**src/sv/assert_macros.svh**
```systemverilog
`ifndef ASSERT_MACROS_SVH
`define ASSERT_MACROS_SVH

// Same-cycle implication, disabled in reset
`define ASSERT_IMP(label, clk, rst, a, c) \
  label: assert property (@(posedge clk) disable iff (rst) (a) |-> (c)) \
    else $error("assertion failed");

// Next-cycle implication, disabled in reset
`define ASSERT_NXT(label, clk, rst, a, c) \
  label: assert property (@(posedge clk) disable iff (rst) (a) |=> (c)) \
    else $error("assertion failed");

`endif

```
**src/sv/psi_pkg.sv**
```systemverilog
`timescale 1ns / 1ps
`default_nettype none
package psi_pkg;

  localparam int POS_W = 10;
  localparam int FL_W = 10;
  localparam int TIME_W = 16;
  localparam int IDX_W = 5;
  localparam int DVD_W = 16;
  localparam int DVS_W = 17;
  localparam int CENTER_RAW = 512;

  localparam logic [1:0] OP_LOAD   = 2'd0;
  localparam logic [1:0] OP_TARGET = 2'd1;
  localparam logic [1:0] OP_START  = 2'd2;
  localparam logic [1:0] OP_TICK   = 2'd3;

  localparam logic KIND_GOAL = 1'b0;
  localparam logic KIND_IDLE = 1'b1;

  typedef enum logic [2:0] {
    S_IDLE,
    S_FDIV,
    S_MRD,
    S_MDIV,
    S_TUPD,
    S_EMIT,
    S_IOUT
  } state_t;

  typedef struct packed {
    logic busy;
    logic done;
  } div_stat_t;

  typedef struct packed {
    logic cur_we;
    logic tgt_we;
    logic stp_we;
  } mem_we_t;

endpackage
`default_nettype wire

```
**src/sv/psi_div.sv**
```systemverilog
`timescale 1ns / 1ps
`default_nettype none
module psi_div import psi_pkg::*; (
  input  wire logic              clk,
  input  wire logic              rst,
  input  wire logic              start,
  input  wire logic [DVD_W-1:0]  dividend,
  input  wire logic [DVS_W-1:0]  divisor,
  output div_stat_t              stat,
  output logic      [DVD_W-1:0]  quotient
);

  localparam int CNW = $clog2(DVD_W);

  logic [DVS_W-1:0] rem;
  logic [DVS_W-1:0] dvs;
  logic [DVD_W-1:0] q;
  logic [CNW-1:0]   cnt;
  logic             busy;
  logic             done;
  logic [DVS_W:0]   trial;
  logic             ge;
  logic [DVS_W:0]   diff;

  always_comb begin
    trial = {rem, q[DVD_W-1]};
    ge = trial >= {1'b0, dvs};
    diff = trial - {1'b0, dvs};
  end

  always_ff @(posedge clk) begin
    if (rst) begin
      busy <= 1'b0;
      done <= 1'b0;
      cnt <= '0;
    end else begin
      done <= 1'b0;
      if (start) begin
        busy <= 1'b1;
        cnt <= CNW'(DVD_W - 1);
      end else if (busy) begin
        cnt <= cnt - 1'b1;
        if (cnt == '0) begin
          busy <= 1'b0;
          done <= 1'b1;
        end
      end
    end
  end

  always_ff @(posedge clk) begin
    if (start) begin
      rem <= '0;
      q <= dividend;
      dvs <= divisor;
    end else if (busy) begin
      // shift one dividend bit in, keep the quotient bit
      rem <= ge ? diff[DVS_W-1:0] : trial[DVS_W-1:0];
      q <= {q[DVD_W-2:0], ge};
    end
  end

  assign stat.busy = busy;
  assign stat.done = done;
  assign quotient = q;

endmodule
`default_nettype wire

```
**src/sv/psi_mem.sv**
```systemverilog
`timescale 1ns / 1ps
`default_nettype none
module psi_mem import psi_pkg::*; #(
  parameter int NUM = 18,
  parameter int PW = 13,
  parameter int SW = 14,
  parameter int CW = 5
) (
  input  wire logic          clk,
  input  wire logic          rst,
  input  wire mem_we_t       we,
  input  wire logic [CW-1:0] waddr,
  input  wire logic [PW-1:0] cur_wdata,
  input  wire logic [PW-1:0] tgt_wdata,
  input  wire logic [SW-1:0] stp_wdata,
  input  wire logic [CW-1:0] raddr,
  output logic      [PW-1:0] cur_rdata,
  output logic      [PW-1:0] tgt_rdata,
  output logic      [SW-1:0] stp_rdata
);

  localparam logic [PW-1:0] CENTER = PW'(CENTER_RAW) << (PW - POS_W);

  logic [PW-1:0] cur_mem [NUM];
  logic [PW-1:0] tgt_mem [NUM];
  logic [SW-1:0] stp_mem [NUM];
  logic [NUM-1:0] cur_vld;
  logic [NUM-1:0] tgt_vld;
  logic [PW-1:0] cur_q;
  logic [PW-1:0] tgt_q;
  logic          cur_vq;
  logic          tgt_vq;
  logic          hit;

  assign hit = (waddr == raddr);

  always_ff @(posedge clk) begin
    if (rst) begin
      cur_vld <= '0;
      tgt_vld <= '0;
    end else begin
      if (we.cur_we) cur_vld[waddr] <= 1'b1;
      if (we.tgt_we) tgt_vld[waddr] <= 1'b1;
    end
  end

  always_ff @(posedge clk) begin
    if (we.cur_we) cur_mem[waddr] <= cur_wdata;
    if (we.tgt_we) tgt_mem[waddr] <= tgt_wdata;
    if (we.stp_we) stp_mem[waddr] <= stp_wdata;
    // forward a write to the entry read at the same edge
    if (we.cur_we && hit) begin
      cur_q <= cur_wdata;
      cur_vq <= 1'b1;
    end else begin
      cur_q <= cur_mem[raddr];
      cur_vq <= cur_vld[raddr];
    end
    if (we.tgt_we && hit) begin
      tgt_q <= tgt_wdata;
      tgt_vq <= 1'b1;
    end else begin
      tgt_q <= tgt_mem[raddr];
      tgt_vq <= tgt_vld[raddr];
    end
    if (we.stp_we && hit) stp_rdata <= stp_wdata;
    else stp_rdata <= stp_mem[raddr];
  end

  assign cur_rdata = cur_vq ? cur_q : CENTER;
  assign tgt_rdata = tgt_vq ? tgt_q : CENTER;

endmodule
`default_nettype wire

```
**src/sv/multi_servo_pose_interpolator_core.sv**
```systemverilog
`timescale 1ns / 1ps
`default_nettype none
// Load and target ops write one entry; a move start divides the move time by
// the frame length, then once per servo, on the shared 16-step serial divider.
// A tick while moving does a read-modify-write of each servo in the pose memory,
// then gives one result per servo; an idle tick gives one result.
// Synchronous active-high reset: idle, not moving, all poses at center, frame 33.
module multi_servo_pose_interpolator_core import psi_pkg::*; #(
  parameter int NUM_SERVOS = 18,
  parameter int FRAC_BITS = 3
) (
  input  wire logic               clk,
  input  wire logic               rst,
  input  wire logic               in_valid,
  output logic                    in_stall,
  input  wire logic [1:0]         op,
  input  wire logic [IDX_W-1:0]   servo_index,
  input  wire logic [POS_W-1:0]   position,
  input  wire logic [TIME_W-1:0]  move_time,
  output logic                    out_valid,
  input  wire logic               out_stall,
  output logic                    kind,
  output logic      [IDX_W-1:0]   servo_index_res,
  output logic      [POS_W-1:0]   goal_raw,
  output logic                    last,
  output logic                    moving,
  input  wire logic               cfg_valid,
  output logic                    cfg_ready,
  input  wire logic [FL_W-1:0]    cfg_data
);

  `include "assert_macros.svh"

  localparam int PW = POS_W + FRAC_BITS;
  localparam int SW = PW + 1;
  localparam int CW = (NUM_SERVOS > 1) ? $clog2(NUM_SERVOS) : 1;
  localparam logic [CW-1:0] LAST_IDX = CW'(NUM_SERVOS - 1);

  state_t           state, state_next;
  logic [CW-1:0]    cnt, cnt_next;
  logic             active, active_next;
  logic             arr_all, arr_all_next;
  logic [FL_W-1:0]  frame_length;
  logic [DVS_W-1:0] frames;
  logic             accept;
  logic             idx_ok;
  logic             out_ok;

  div_stat_t        dstat;
  logic             div_start;
  logic [DVD_W-1:0] div_dvd;
  logic [DVS_W-1:0] div_dvs;
  logic [DVD_W-1:0] quot;

  mem_we_t          we;
  logic [CW-1:0]    waddr;
  logic [PW-1:0]    cur_wdata, tgt_wdata;
  logic [SW-1:0]    stp_wdata;
  logic [PW-1:0]    cur_rd, tgt_rd;
  logic [SW-1:0]    stp_rd;

  logic [SW-1:0]    cur_x, tgt_x, span, new_pos;
  logic             arr;

  logic             load;
  logic             ld_kind, ld_last;
  logic [IDX_W-1:0] ld_idx;
  logic [POS_W-1:0] ld_goal;

  psi_div u_div (
    .clk      (clk),
    .rst      (rst),
    .start    (div_start),
    .dividend (div_dvd),
    .divisor  (div_dvs),
    .stat     (dstat),
    .quotient (quot)
  );

  psi_mem #(
    .NUM (NUM_SERVOS),
    .PW  (PW),
    .SW  (SW),
    .CW  (CW)
  ) u_mem (
    .clk       (clk),
    .rst       (rst),
    .we        (we),
    .waddr     (waddr),
    .cur_wdata (cur_wdata),
    .tgt_wdata (tgt_wdata),
    .stp_wdata (stp_wdata),
    .raddr     (cnt_next),
    .cur_rdata (cur_rd),
    .tgt_rdata (tgt_rd),
    .stp_rdata (stp_rd)
  );

  assign cfg_ready = 1'b1;
  assign in_stall = (state != S_IDLE);
  assign accept = in_valid && !in_stall;
  assign idx_ok = {1'b0, servo_index} < (IDX_W + 1)'(NUM_SERVOS);
  assign out_ok = !out_valid || !out_stall;

  // step one servo toward its target
  always_comb begin
    cur_x = {1'b0, cur_rd};
    tgt_x = {1'b0, tgt_rd};
    span = (tgt_x > cur_x) ? (tgt_x - cur_x) : (cur_x - tgt_x);
    arr = 1'b0;
    new_pos = cur_x;
    if (cur_x == tgt_x) begin
      arr = 1'b1;
    end else if (span < stp_rd) begin
      arr = 1'b1;
      new_pos = tgt_x;
    end else if (tgt_x > cur_x) begin
      new_pos = cur_x + stp_rd;
    end else begin
      new_pos = cur_x - stp_rd;
    end
  end

  always_comb begin
    state_next = state;
    cnt_next = cnt;
    active_next = active;
    arr_all_next = arr_all;
    div_start = 1'b0;
    div_dvd = move_time;
    div_dvs = (frame_length == '0) ? DVS_W'(1) : DVS_W'(frame_length);
    we = '0;
    waddr = cnt;
    cur_wdata = new_pos[PW-1:0];
    tgt_wdata = PW'(position) << FRAC_BITS;
    stp_wdata = SW'(quot) + SW'(1);
    load = 1'b0;
    ld_kind = KIND_GOAL;
    ld_idx = IDX_W'(cnt);
    ld_goal = cur_rd[PW-1:FRAC_BITS];
    ld_last = (cnt == LAST_IDX);
    case (state)
      S_IDLE: begin
        if (accept) begin
          case (op)
            OP_LOAD: begin
              we.cur_we = idx_ok;
              waddr = CW'(servo_index);
              cur_wdata = PW'(position) << FRAC_BITS;
            end
            OP_TARGET: begin
              we.tgt_we = idx_ok;
              waddr = CW'(servo_index);
            end
            OP_START: begin
              div_start = 1'b1;
              state_next = S_FDIV;
            end
            OP_TICK: begin
              if (active) begin
                cnt_next = '0;
                arr_all_next = 1'b1;
                state_next = S_TUPD;
              end else begin
                state_next = S_IOUT;
              end
            end
            default: state_next = S_IDLE;
          endcase
        end
      end
      S_FDIV: begin
        if (dstat.done) begin
          cnt_next = '0;
          state_next = S_MRD;
        end
      end
      S_MRD: begin
        div_start = 1'b1;
        div_dvd = DVD_W'(span);
        div_dvs = frames;
        state_next = S_MDIV;
      end
      S_MDIV: begin
        if (dstat.done) begin
          we.stp_we = 1'b1;
          if (cnt == LAST_IDX) begin
            active_next = 1'b1;
            state_next = S_IDLE;
          end else begin
            cnt_next = cnt + 1'b1;
            state_next = S_MRD;
          end
        end
      end
      S_TUPD: begin
        we.cur_we = 1'b1;
        arr_all_next = arr_all && arr;
        if (cnt == LAST_IDX) begin
          active_next = !(arr_all && arr);
          cnt_next = '0;
          state_next = S_EMIT;
        end else begin
          cnt_next = cnt + 1'b1;
        end
      end
      S_EMIT: begin
        if (out_ok) begin
          load = 1'b1;
          if (cnt == LAST_IDX) state_next = S_IDLE;
          else cnt_next = cnt + 1'b1;
        end
      end
      S_IOUT: begin
        ld_kind = KIND_IDLE;
        ld_idx = '0;
        ld_goal = '0;
        ld_last = 1'b1;
        if (out_ok) begin
          load = 1'b1;
          state_next = S_IDLE;
        end
      end
      default: state_next = S_IDLE;
    endcase
  end

  always_ff @(posedge clk) begin
    if (rst) begin
      state <= S_IDLE;
      cnt <= '0;
      active <= 1'b0;
      arr_all <= 1'b1;
      frame_length <= FL_W'(33);
      out_valid <= 1'b0;
    end else begin
      state <= state_next;
      cnt <= cnt_next;
      active <= active_next;
      arr_all <= arr_all_next;
      if (cfg_valid && cfg_ready) frame_length <= cfg_data;
      if (load) out_valid <= 1'b1;
      else if (!out_stall) out_valid <= 1'b0;
    end
  end

  always_ff @(posedge clk) begin
    if (state == S_FDIV && dstat.done) frames <= DVS_W'(quot) + DVS_W'(1);
    if (load) begin
      kind <= ld_kind;
      servo_index_res <= ld_idx;
      goal_raw <= ld_goal;
      last <= ld_last;
      moving <= active;
    end
  end

  `ASSERT_IMP(a_idle_item, clk, rst, out_valid && kind == KIND_IDLE, last && !moving)
  `ASSERT_IMP(a_busy_stall, clk, rst, state != S_IDLE, in_stall)
  `ASSERT_NXT(a_active_set, clk, rst, !active && state != S_MDIV, !active)

endmodule
`default_nettype wire

```
**config.mk**
```make
export PLATFORM = sky130hd
export DESIGN_NAME = multi_servo_pose_interpolator_core
export DESIGN_NICKNAME = d
export VERILOG_FILES = /design/src/sv/psi_pkg.sv /design/src/sv/psi_div.sv /design/src/sv/psi_mem.sv /design/src/sv/multi_servo_pose_interpolator_core.sv
export VERILOG_INCLUDE_DIRS = /design/src /design/src/sv
export SDC_FILE = /design/constraint.sdc
export NUM_CORES = 1
export LEC_CHECK = 0
export ABC_AREA = 1
export BUFFER_PORTS_ARGS = -buffer_cell sky130_fd_sc_hd__buf_2
export CAP_MARGIN = 10
export CORE_MARGIN = 1.5
export CORE_UTILIZATION = 39
export DETAILED_ROUTE_END_ITERATION = 8
export PLACE_DENSITY = 0.51
export RECOVER_POWER = 100
export SLEW_MARGIN = 30
export SYNTH_ARGS = -nofsm -noshare
export SYNTH_HDL_FRONTEND = slang
export SYNTH_HIERARCHICAL = 1
export SYNTH_SLANG_ARGS = --single-unit
```
**constraint.sdc**
```tcl
create_clock -name clk -period 5.8 [get_ports clk]
set_input_delay 0.29 -clock clk [delete_from_list [all_inputs] [get_ports clk]]
set_output_delay 0.29 -clock clk [all_outputs]
set_load 0.005 [all_outputs]
```
==> results list <==
- Transition time at the pin with the least slew margin: 2.78 ns
- Part of the cycle the worst path needs: 0.931
* Clock sink count: 875
- Effective utilization at floorplan: 0.394
- Fin worst setup slack: 0.398 ns
- Top fanout value on the critical path: 24
- 0 antenna diodes ended up in the layout.
* Leading cell type in the layout, fill and taps excluded: nand2_1
* Antenna violations before repair: 1
- Setup repair after global routing missed its margin: yes
* Cell at the slowest stage of the critical path: dfxtp_4
* Class of the tightest hold or removal check: input pin to flop
- Of the cells placed in the final design, the portion with a size suffix greater than 1 is 0.0820.
* Placer congestion estimate: 0.874
- Post-Place Setup Slack: 0.410 ns
- Total count of hold-check failures in the final report: 0
* Count of buffer and inverter cells on the critical path: 9
- Summed over all layers, the routed wires come to 119 mm.
- The floorplan has 119 rows.
- In the detailed route, the total length drawn on met2 is 57.5 mm.
- Setup violation total in the final timing report: 0
- The worst register-to-register path ends at u_mem/cur_mem[0][2].
* Die Wd: 330 um
* First-pass GRT wire length: 178 mm
- Setup slack on the worst reg-to-reg path comes out at 0.40 ns.
- After technology mapping, the gate count stands at 4,471.
- Summed over all nets, wire length on met3 after detailed routing comes to 5.25 mm.
- The worst setup path is captured at a flop.
* Crit start category: flop
- Clock insertion delay at the later pin of the skew report: 0.69 ns
* Via total after detailed routing: 30,400
- Timing-limited maximum frequency: 185 MHz
- In the routed design, unresolved DRC markers number 0.
- Crit Path Category: flop to flop
- Detailed placement finished with a half-perimeter wire length of 76.2 mm.
* Maximum vdd ir drop: 0.783 mV
- Each instance of the synthesized netlist takes up on average 9.33 sq um.
* Vias in the first global route: 28,900
- Number of design-rule violations left by the first detailed-router iteration: 2,532
- CTS root buf: clkbuf_16
- Final worst path period need: 5.40 ns
* Total standard cell area after synthesis: 41,700 sq um
- Total track usage: 0.217
* Layout area overhead: 15.4%
* Top Family by Delay on Critical Path: buffers and inverters
- Number of warnings issued by yosys: 6
- Worst R2R Path Depth: 31
- Destination of the critical timing path: u_mem/cur_mem[0][2]
* Router iterations before antenna repair: 6
- Reported max-cap violation count: 7
- Among the stages of the critical path, the cell type that occurs most often is nand2_1.
- Grt ovf: 0
- For this block, wires on met1 add up to 52.8 mm.
- Required time of the critical path: 6.19 ns
- Data on the critical path arrives at its endpoint at 5.79 ns.
- Total count of max-transition violations in the final report: 178
- Failing checks: capacitance limit, slew limit
* Clock tree from TritonCTS: built
* WL/cell: 19.1 um
- Peak per-stage delay on the critical path: 0.45 ns
* Average via count per standard cell: 4.89
- Entering global routing, the biggest net connects 119 pins.
* Top library cells by usage in the layout, fill and taps aside: nand2_1 (1,485), edfxtp_1 (788), inv_1 (571)
* Maximum clock skew at final layout: 0.0391 ns
* Fillers: 10,300
- After clock tree synthesis, the clock-pin slew on the worst setup and hold paths is 0.06 ns.
- Relative max-transition margin: -0.854
* Leakage power figure: 20.5 nW
- The die is 330 um tall.
- 69 I/O pins were placed.
* Instance count on the critical path: 31
- Max Root-Sink Buffers: 3
- Final #Nets: 4,875
* Count of buffers from port buffering: 67
- The run finished, with violations left.
- CTS H-tree lvls: 3
* Highest Signal Layer: met4
- Core Util, Final: 0.455
* Number of buffers added by the clock tree synthesis step: 99
* Die outline area: 109,000 sq um
* Postcts setup bufs: 0
- Pwr/cell area: 648 nW/um^2
- In this run the remaining antenna-violating nets after routing total 0.
- The total area inside the core boundary comes to 106,000 sq um.
==> worst reg2reg max path: cells and delay by family, from the launching register on <==
kind / cells / cell delay [ns]
XOR/XNOR: 1 / 0.17
buffers and inverters: 9 / 1.40
AO/OA/AOI/OAI: 8 / 1.22
flip-flops: 1 / 0.45
adder cells (fa/ha/maj): 2 / 0.63
AND/OR/NAND/NOR: 11 / 1.22
==> how the worst min path moves through the flow <==
stage	cells past startpoint	slack, ns	from	end
after CTS	5	0.008	move_time[15]	u_div/quotient[15]
after global placement	0	0.43	active	moving
after global routing	5	0.04	move_time[14]	u_div/quotient[14]
after floorplan	1	0.36	rst	u_div/busy
after detailed placement	0	0.42	active	moving
final	5	0.04	move_time[14]	u_div/quotient[14]
==> through the flow <==
step	instance area, sq um	setup TNS (ns)	total power, mW	hold WS [ns]	std cells
3_3_place_gp	45100	0	25.2	0.426	6025
6_report	48100	0	31.2	0.0375	6222
2_1_floorplan	41900	0	18.6	0.359	4524
3_5_place_dp	45100	0	25.3	0.418	6025
4_1_cts	48400	0	31.4	0.00827	6222
5_1_grt	48100	-0.292	33.1	0.0361	6222
==> where the power goes <==
| group | total, mW | leakage (nW) | internal [mW] | switching, mW |
|---|---|---|---|---|
| clock network | 6.09 | 1.52 | 3.56 | 2.54 |
| registers | 10.3 | 7.82 | 10.2 | 0.179 |
| logic | 14.8 | 11.1 | 4.99 | 9.77 |
==> layout make-up <==
type	instances	area [sq um]	share of cell area
Sequential cell	875	25400	0.528
Tap cell	1391	1740	0.0362
Clock buffer	134	2690	0.0559
Clock inverter	49	445	0.00925
Timing Repair Buffer	323	2460	0.0511
Inverter	584	2210	0.0460
Multi-Input combinational cell	2866	13200	0.274
==> layer usage <==
metal  vias to the layer above  global-route usage
met2                       725               0.368
met3                       181              0.0280
li1                      15100                   -
met5                         -                   0
met1                     14400               0.290
met4                         0              0.0614
==> state kept, by name, indices dropped and copies added (netlist names), 10 cells and up, named ones only <==
register        flops
u_mem/tgt_vld      18
u_mem/stp_mem     252
u_div/quotient     16
u_div/rem          17
u_div/dvs          17
frame_length       10
u_mem/cur_mem     234
u_mem/cur_vld      18
frames             17
u_mem/tgt_mem     234
goal_raw           10
==> what timing repair did <==
action / in CTS / in global routing
hold buffers: 14 / 0
hold endpoints to repair: 11 / 0
endpoints found under the setup margin: 0 / 144
gates resized for setup: 0 / 11
(Power assumes the default switching activity.)
